File: src/urfd_pkg.sv
// Shared types and constants for the UART receive-ring register block.
package urfd_pkg;

    // Item operation codes
    localparam logic [1:0] OP_RX    = 2'd0;
    localparam logic [1:0] OP_READ  = 2'd1;
    localparam logic [1:0] OP_WRITE = 2'd2;

    // Register indexes
    localparam logic [1:0] REG_DATA    = 2'd0;
    localparam logic [1:0] REG_STATUS  = 2'd1;
    localparam logic [1:0] REG_CONTROL = 2'd2;

    // Control word bit positions
    localparam int CTRL_RX_IE = 0;
    localparam int CTRL_TX_IE = 1;
    localparam int CTRL_RESET = 2;

    // Status bit positions
    localparam int ST_RX_READY = 0;
    localparam int ST_TX_EMPTY = 1;
    localparam int ST_OVERFLOW = 2;
    localparam int ST_RX_FULL  = 3;

    localparam int          STATUS_W      = 4;
    localparam logic [3:0]  STATUS_RESET  = 4'b0010;
    localparam int          FULL_MARGIN   = 4;
    localparam logic [31:0] TX_BYTE_MASK  = 32'h0000_00FF;

    typedef struct packed {
        logic [1:0]  op;
        logic [1:0]  reg_index;
        logic [31:0] write_data;
        logic [7:0]  rx_byte;
    } urfd_in_t;

    typedef struct packed {
        logic [31:0] read_data;
        logic        tx_valid;
        logic [7:0]  tx_byte;
        logic        irq;
    } urfd_out_t;

    // Controller to datapath
    typedef struct packed {
        logic load;
        logic exec;
        logic fetch;
    } urfd_cmd_t;

    // Datapath to controller
    typedef struct packed {
        logic pop_hit;
    } urfd_stat_t;

endpackage

File: src/urfd_ctrl.sv
// Sequencing state machine for the UART receive-ring register block.
module urfd_ctrl
    import urfd_pkg::*;
(
    input  logic       clk,
    input  logic       rst_n,
    input  logic       in_valid,
    output logic       in_ready,
    output logic       out_valid,
    input  logic       out_ready,
    input  urfd_stat_t stat,
    output urfd_cmd_t  cmd
);

    typedef enum logic [1:0] {
        S_IDLE,
        S_EXEC,
        S_FETCH,
        S_HOLD
    } state_t;

    state_t state_reg;
    logic   in_ready_reg;
    logic   out_valid_reg;

    assign in_ready  = in_ready_reg;
    assign out_valid = out_valid_reg;

    always_comb
    begin
        cmd.load  = in_valid && in_ready_reg;
        cmd.exec  = (state_reg == S_EXEC);
        cmd.fetch = (state_reg == S_FETCH);
    end

    always_ff @(posedge clk or negedge rst_n)
    begin
        if (!rst_n)
        begin
            state_reg     <= S_IDLE;
            in_ready_reg  <= 1'b1;
            out_valid_reg <= 1'b0;
        end
        else
        begin
            case (state_reg)
                S_IDLE:
                begin
                    if (in_valid)
                    begin
                        state_reg    <= S_EXEC;
                        in_ready_reg <= 1'b0;
                    end
                end
                S_EXEC:
                begin
                    // a data pop goes through S_FETCH for the registered ring read
                    if (stat.pop_hit)
                    begin
                        state_reg <= S_FETCH;
                    end
                    else
                    begin
                        state_reg     <= S_HOLD;
                        out_valid_reg <= 1'b1;
                    end
                end
                S_FETCH:
                begin
                    state_reg     <= S_HOLD;
                    out_valid_reg <= 1'b1;
                end
                S_HOLD:
                begin
                    if (out_ready)
                    begin
                        state_reg     <= S_IDLE;
                        out_valid_reg <= 1'b0;
                        in_ready_reg  <= 1'b1;
                    end
                end
                default:
                begin
                    state_reg     <= S_IDLE;
                    out_valid_reg <= 1'b0;
                    in_ready_reg  <= 1'b1;
                end
            endcase
        end
    end

`ifndef SYNTHESIS
    a_no_overlap: assert property (@(posedge clk) disable iff (!rst_n)
        !(in_ready && out_valid))
        else $error("input taken while a result is pending");

    a_load_exec: assert property (@(posedge clk) disable iff (!rst_n)
        cmd.load |=> cmd.exec)
        else $error("accepted item not executed");

    a_fetch_after_pop: assert property (@(posedge clk) disable iff (!rst_n)
        cmd.fetch |-> $past(cmd.exec && stat.pop_hit))
        else $error("fetch without a pop");
`endif

endmodule

File: src/urfd_datapath.sv
// Registers, receive ring and result register of the UART register block.
module urfd_datapath
    import urfd_pkg::*;
#(
    parameter int RING_DEPTH = 16
)
(
    input  logic       clk,
    input  logic       rst_n,
    input  urfd_in_t   in_data,
    input  urfd_cmd_t  cmd,
    output urfd_stat_t stat,
    output urfd_out_t  out_data
);

    localparam int PTR_W = $clog2(RING_DEPTH);
    localparam logic [PTR_W-1:0] PTR_LAST  = PTR_W'(RING_DEPTH - 1);
    localparam logic [PTR_W:0]   DEPTH_EXT = (PTR_W + 1)'(RING_DEPTH);
    localparam logic [PTR_W:0]   FULL_LVL  = (PTR_W + 1)'(RING_DEPTH - FULL_MARGIN);

    logic [7:0] ring [RING_DEPTH];
    logic [7:0] mem_q_reg;

    urfd_in_t            item_reg;
    logic [PTR_W-1:0]    rp_reg, rp_next;
    logic [PTR_W-1:0]    wp_reg, wp_next;
    logic [31:0]         ctrl_reg, ctrl_next;
    logic [STATUS_W-1:0] st_reg, st_next;
    urfd_out_t           res_reg, res_next;

    logic             ring_we;
    logic             ring_re;
    logic [PTR_W-1:0] wp_inc;
    logic [PTR_W-1:0] rp_inc;
    logic [PTR_W:0]   held;
    logic             is_data_read;

    function automatic logic [PTR_W-1:0] ptr_inc(input logic [PTR_W-1:0] p);
        ptr_inc = (p == PTR_LAST) ? '0 : p + 1'b1;
    endfunction

    assign wp_inc       = ptr_inc(wp_reg);
    assign rp_inc       = ptr_inc(rp_reg);
    assign is_data_read = (item_reg.op == OP_READ) && (item_reg.reg_index == REG_DATA);
    assign stat.pop_hit = is_data_read && (rp_reg != wp_reg);

    // fill level after an arrival
    always_comb
    begin
        if (wp_inc >= rp_reg)
            held = {1'b0, wp_inc} - {1'b0, rp_reg};
        else
            held = {1'b0, wp_inc} + DEPTH_EXT - {1'b0, rp_reg};
    end

    always_comb
    begin
        rp_next   = rp_reg;
        wp_next   = wp_reg;
        ctrl_next = ctrl_reg;
        st_next   = st_reg;
        ring_we   = 1'b0;
        ring_re   = 1'b0;
        res_next  = '0;
        case (item_reg.op)
            OP_RX:
            begin
                if (wp_inc == rp_reg)
                begin
                    // ring full: drop the byte
                    st_next[ST_OVERFLOW] = 1'b1;
                end
                else
                begin
                    ring_we              = 1'b1;
                    wp_next              = wp_inc;
                    st_next[ST_RX_READY] = 1'b1;
                    if (held > FULL_LVL)
                        st_next[ST_RX_FULL] = 1'b1;
                end
            end
            OP_READ:
            begin
                case (item_reg.reg_index)
                    REG_DATA:
                    begin
                        if (rp_reg != wp_reg)
                        begin
                            ring_re = 1'b1;
                            rp_next = rp_inc;
                            if (rp_inc == wp_reg)
                                st_next[ST_RX_READY] = 1'b0;
                            st_next[ST_RX_FULL] = 1'b0;
                        end
                    end
                    REG_STATUS:  res_next.read_data = 32'(st_reg);
                    REG_CONTROL: res_next.read_data = ctrl_reg;
                    default:     res_next.read_data = '0;
                endcase
            end
            OP_WRITE:
            begin
                case (item_reg.reg_index)
                    REG_DATA:
                    begin
                        res_next.tx_valid    = 1'b1;
                        res_next.tx_byte     = 8'(item_reg.write_data & TX_BYTE_MASK);
                        st_next[ST_TX_EMPTY] = 1'b1;
                    end
                    REG_CONTROL:
                    begin
                        ctrl_next = item_reg.write_data;
                        if (item_reg.write_data[CTRL_RESET])
                        begin
                            rp_next               = '0;
                            wp_next               = '0;
                            st_next               = STATUS_RESET;
                            ctrl_next[CTRL_RESET] = 1'b0;
                        end
                    end
                    default:
                    begin
                        ctrl_next = ctrl_reg;
                    end
                endcase
            end
            default:
            begin
                res_next = '0;
            end
        endcase
        res_next.irq = (ctrl_next[CTRL_RX_IE] && st_next[ST_RX_READY]) ||
                       (ctrl_next[CTRL_TX_IE] && st_next[ST_TX_EMPTY]);
    end

    always_ff @(posedge clk)
    begin
        if (cmd.exec && ring_we)
            ring[wp_reg] <= item_reg.rx_byte;
        if (cmd.exec && ring_re)
            mem_q_reg <= ring[rp_reg];
    end

    always_ff @(posedge clk)
    begin
        if (cmd.load)
            item_reg <= in_data;
        if (cmd.exec)
            res_reg <= res_next;
        else if (cmd.fetch)
            res_reg.read_data <= 32'(mem_q_reg);
    end

    always_ff @(posedge clk or negedge rst_n)
    begin
        if (!rst_n)
        begin
            rp_reg   <= '0;
            wp_reg   <= '0;
            ctrl_reg <= '0;
            st_reg   <= STATUS_RESET;
        end
        else if (cmd.exec)
        begin
            rp_reg   <= rp_next;
            wp_reg   <= wp_next;
            ctrl_reg <= ctrl_next;
            st_reg   <= st_next;
        end
    end

    assign out_data = res_reg;

`ifndef SYNTHESIS
    a_tx_empty_set: assert property (@(posedge clk) disable iff (!rst_n)
        st_reg[ST_TX_EMPTY])
        else $error("tx empty bit lost");

    a_ptr_range: assert property (@(posedge clk) disable iff (!rst_n)
        (rp_reg <= PTR_LAST) && (wp_reg <= PTR_LAST))
        else $error("ring pointer out of range");

    a_ready_tracks_ring: assert property (@(posedge clk) disable iff (!rst_n)
        st_reg[ST_RX_READY] == (rp_reg != wp_reg))
        else $error("rx ready disagrees with ring pointers");
`endif

endmodule

File: src/uart_rx_fifo_device.sv
// Sequencing: the controller runs one item at a time through execute, optional
//   ring read (fetch, on a data pop), then result hold; it takes no new item
//   until the held result is taken with out_ready.
// The ring read port is registered, which is why a pop needs the fetch state.
// Reset: rst_n asynchronous active low; pointers and control word clear, status
//   holds tx empty only; ring contents and result register (irq) are not cleared.
module uart_rx_fifo_device
    import urfd_pkg::*;
#(
    parameter int RING_DEPTH = 16
)
(
    input  logic      clk,
    input  logic      rst_n,
    input  logic      in_valid,
    output logic      in_ready,
    input  urfd_in_t  in_data,
    output logic      out_valid,
    input  logic      out_ready,
    output urfd_out_t out_data
);

    urfd_cmd_t  cmd;
    urfd_stat_t stat;

    urfd_ctrl u_ctrl (
        .clk       (clk),
        .rst_n     (rst_n),
        .in_valid  (in_valid),
        .in_ready  (in_ready),
        .out_valid (out_valid),
        .out_ready (out_ready),
        .stat      (stat),
        .cmd       (cmd)
    );

    urfd_datapath #(
        .RING_DEPTH (RING_DEPTH)
    ) u_datapath (
        .clk      (clk),
        .rst_n    (rst_n),
        .in_data  (in_data),
        .cmd      (cmd),
        .stat     (stat),
        .out_data (out_data)
    );

endmodule
File: config.mk
export PLATFORM = sky130hd
export DESIGN_NAME = uart_rx_fifo_device
export DESIGN_NICKNAME = d
export VERILOG_FILES = /design/src/urfd_pkg.sv /design/src/urfd_ctrl.sv /design/src/urfd_datapath.sv /design/src/uart_rx_fifo_device.sv
export SDC_FILE = /design/constraint.sdc
export NUM_CORES = 1
export LEC_CHECK = 0
export BUFFER_PORTS_ARGS = -buffer_cell sky130_fd_sc_hd__clkbuf_2
export CORE_MARGIN = 4
export CORE_UTILIZATION = 59
export DETAILED_ROUTE_END_ITERATION = 7
export HOLD_SLACK_MARGIN = 0.06
export PLACE_DENSITY = 0.79
export SYNTH_ARGS = -nofsm -noshare
export SYNTH_HDL_FRONTEND = slang
export SYNTH_SLANG_ARGS = --single-unit
File: constraint.sdc
create_clock -name clk -period 3.3 [get_ports clk]
set_input_delay 0.66 -clock clk [delete_from_list [all_inputs] [get_ports clk]]
set_output_delay 0.66 -clock clk [all_outputs]
set_load 0.01 [all_outputs]
==> run summary <==
The predominant post-synthesis flop cell is edfxtp_1. The number of I/O port buffers is 91, and the number of flip-flops in the largest register is 128. The final critical path takes up 91.8% of the cycle.

The logs give 0 for the count of instances resized after the clock tree is built and 970 for the number of cells in the design after placement. The number of vias per cell works out to 5.95. For the number of hold violations in the final report, the log shows 0. The worst setup path is captured at a flop.

The first global-routing pass estimated 34400 um of wire. Setup violations remaining at the end of the flow were counted as 0. The number of buffers on the longest clock path is 3. The critical path is of the flop to flop type. Of the total power, combinational logic draws 26.8%. At the worst endpoint, the arrival time is 3.19 ns. The end-of-flow core utilization was 69.3%; the number of flip-flops and latches in the synthesized netlist was 269. The logs give 0 for the max-slew violation total from the final report and 0.0108 W for the power consumption.

For the final routed database, the setup TNS stands at 0 ns. Cell internal power was estimated by the tool at 0.00740 W. Post-CTS timing repair inserted 0 buffers for setup. For the maximum number of pins on one net before global-route repair, the log shows 37. After technology mapping, the gate count stands at 649. In this run the static leakage power is 4.78 nW. The footprint of the multi-input gates is 2690 sq um. The start of the worst register-to-register path is u_datapath.wp_reg[1]. The biggest area contributor in the post-synthesis netlist is edfxtp_1.

Across the run, the number of max-cap violations was 0. After clock tree synthesis, the flow added hold-fix buffers numbering 0. Of the cells placed in the final design, the portion with a size suffix greater than 1 is 27.5%. The average instance in the mapped netlist occupies 16.6 sq um. Path class of the lowest-slack min-delay path: primary input to asynchronous set/reset pin. The clock-pin transition on the worst setup and hold timing paths works out to 0.06 ns. The run gives 0 as the number of warning messages in the yosys log.

The tools report the die area as 20500 sq um. The tightest slew margin relative to the limit was 40.8%. The clock sink count is 269. The finished layout holds 1018 standard cells, fillers aside.

The worst-path maximum fanout works out to 8. Fill cells in the final layout number 1145. The total CTS buffers came out at 26.

The synthesized netlist occupies a cell area of 10800 sq um. The launching instance or port of the critical path was u_datapath.wp_reg[1]. The tools report the cell at the root of the clock tree as clkbuf_16. The sequential cells in the finished layout cover a total of 7850 sq um. In this run the power spent charging and discharging nets is 0.00335 W. Level count of the clock H-tree: 1. In this run, flip-flops and latches consume 46.6% of the power. In this run the count of I/O pins placed on the die edge is 92. The synthesized design devotes to its leading area cell type 61.9% of total area. By area the synthesized netlist is led by edfxtp_1, dfrtp_1, mux2_2. The number of nets handed over by synthesis was 718. Leaving out fill and tap cells, the most frequent cell in the layout is edfxtp_1. The total number of vias was 6060.

The total grt overflow was 0; the switching portion of total power was 31.1%. Final hold analysis gives a worst-case slack of 0.164 ns. Compared with the post-synthesis result, the final layout area differs by 15.5%. The netlist uses 51 different library cells.

The final routed wirelength across all metal layers is 22500 um, and the routability congestion estimate from global placement is 0.951. The worst register-to-register path has a setup slack of 0.27 ns. For this configuration, the core starts out at a cell density of 60.0%. The transition time of the tightest slew-check pin was 0.888 ns.

The width of the die came out at 143 um. 0 antenna diodes ended up in the layout. For the worst setup path, the data required time is 3.46 ns.

For this run, the top clock speed supported by timing is 0.330 GHz. The shortest period the worst path allows works out to 3.03 ns. The die height is 143 um, and the placed wire-length estimate after detailed placement is 14900 um.

The first routing iteration left 514 violations. For the clock power share, the log shows 26.6%. The run finished with clean final reports. The core region is 18000 sq um. For the number of antenna violations at the first check in global routing, the log shows 0. The tools report the critical path launch point type as a flop. The power per cell area is 863 nW/um^2, and the number of nets still failing antenna checks after routing is 0.

Clock insertion delay at the later pin of the skew report: 0.53 ns. The logs give 49 for the number of core rows and 6233 for the via count of the first global-routing pass. For the number of nets in the layout, the log shows 838. Average wire per cell in the routed design: 22.1 um. The global routing usage summed across all routing layers was 21.9%.

The top cell types in the final layout, fill and taps aside, are edfxtp_1, clkbuf_2, dfrtp_1. The proportion of register bits with asynchronous set or reset after synthesis came out at 17.5%. Setup repair after global routing left no endpoint under its margin.

TritonCTS built the clock tree. VDD sags by at most 746 uV. The final worst clock skew was 0.0156 ns. In this run, synthesis inferred 222 flip-flops with an integrated enable. The logs give 5 for the number of iterations in the first detailed-routing pass and 72.8% for the share of the yosys chip area belonging to registers.

The DRC violations left is 0.
==> Yosys cell counts, drive strengths merged (2+ instances only) <==
library cell	instances
a21oi	11
a221oi	16
a22o	5
a22oi	11
a31oi	6
and2	27
and3	12
buf	14
clkbuf	14
dfrtp	45
dfstp	2
edfxtp	222
ha	20
inv	28
mux2	32
mux2i	35
mux4	16
nand2	29
nand2b	4
nand3	6
nand4	4
nor2	20
nor2b	4
nor3	5
o21ai	29
o22ai	3
o31ai	2
o41ai	2
xnor2	4
xor2	7
==> critical path, stage by stage (launching register included) <==
cell     delay (ns)
dfrtp_1        0.48
ha_1           0.34
a21oi_1        0.07
o21ai_0        0.15
o31ai_1        0.15
ha_1           0.35
nand4_2        0.13
and3_1         0.29
nand2_1        0.16
nor2_1         0.55
==> kinds of logic after synthesis <==
kind of cell	Yosys count	synth area share (%)
buffers and inverters	57	2.25
multiplexers	83	9.94
flip-flops	269	72.8
AND/OR/NAND/NOR	114	5.45
XOR/XNOR	12	1.17
AO/OA/AOI/OAI	93	5.88
adder cells (fa/ha/maj)	21	2.51
==> power by group through the flow <==
stage | sequential [W] | combinational [W] | clock, W
finish | 0.00501 | 0.00288 | 0.00286
global route | 0.00508 | 0.00311 | 0.00308
CTS | 0.00501 | 0.00287 | 0.00290
detailed placement | 0.00507 | 0.00284 | 0
global placement | 0.00502 | 0.00274 | 0
floorplan | 0.00503 | 0.00188 | 0
==> final cells by class <==
| class | instances | share of cell area, % |
|---|---|---|
| Multi-Input combinational cell | 323 | 21.6 |
| Inverter | 29 | 0.874 |
| Clock inverter | 19 | 1.31 |
| Tap cell | 229 | 2.30 |
| Clock buffer | 29 | 5.40 |
| Sequential cell | 269 | 63.0 |
| Timing Repair Buffer | 120 | 5.51 |
==> path summary, 6_finish.rpt <==
check                                          end  cells past startpoint
setup / recovery             u_datapath.ring[5][0]                      9
min in group clk           u_datapath.item_reg[39]                      1
hold / removal             u_datapath.ctrl_reg[31]                      1
max in group asynchronous          u_ctrl.in_ready                      2
setup reg to reg             u_datapath.ring[5][0]                      9
hold reg to reg            u_datapath.ctrl_reg[14]                      1
==> layer usage <==
metal / share of wire (%) / up-vias / track usage [%]
met5: 0 / - / 0
met4: 3.3 / 0 / 8.05
met3: 6.8 / 57 / 4.66
met2: 50 / 265 / 36.3
met1: 39 / 3024 / 28.8
li1: - / 2714 / -
==> per-stage QoR <==
stage	cell area, sq um	setup WS (ns)
floorplan	10800	0.471
global placement	11600	0.510
detailed placement	11600	0.339
CTS	12500	0.322
global route	12500	0.0279
finish	12500	0.269
(Power assumes the default switching activity.)
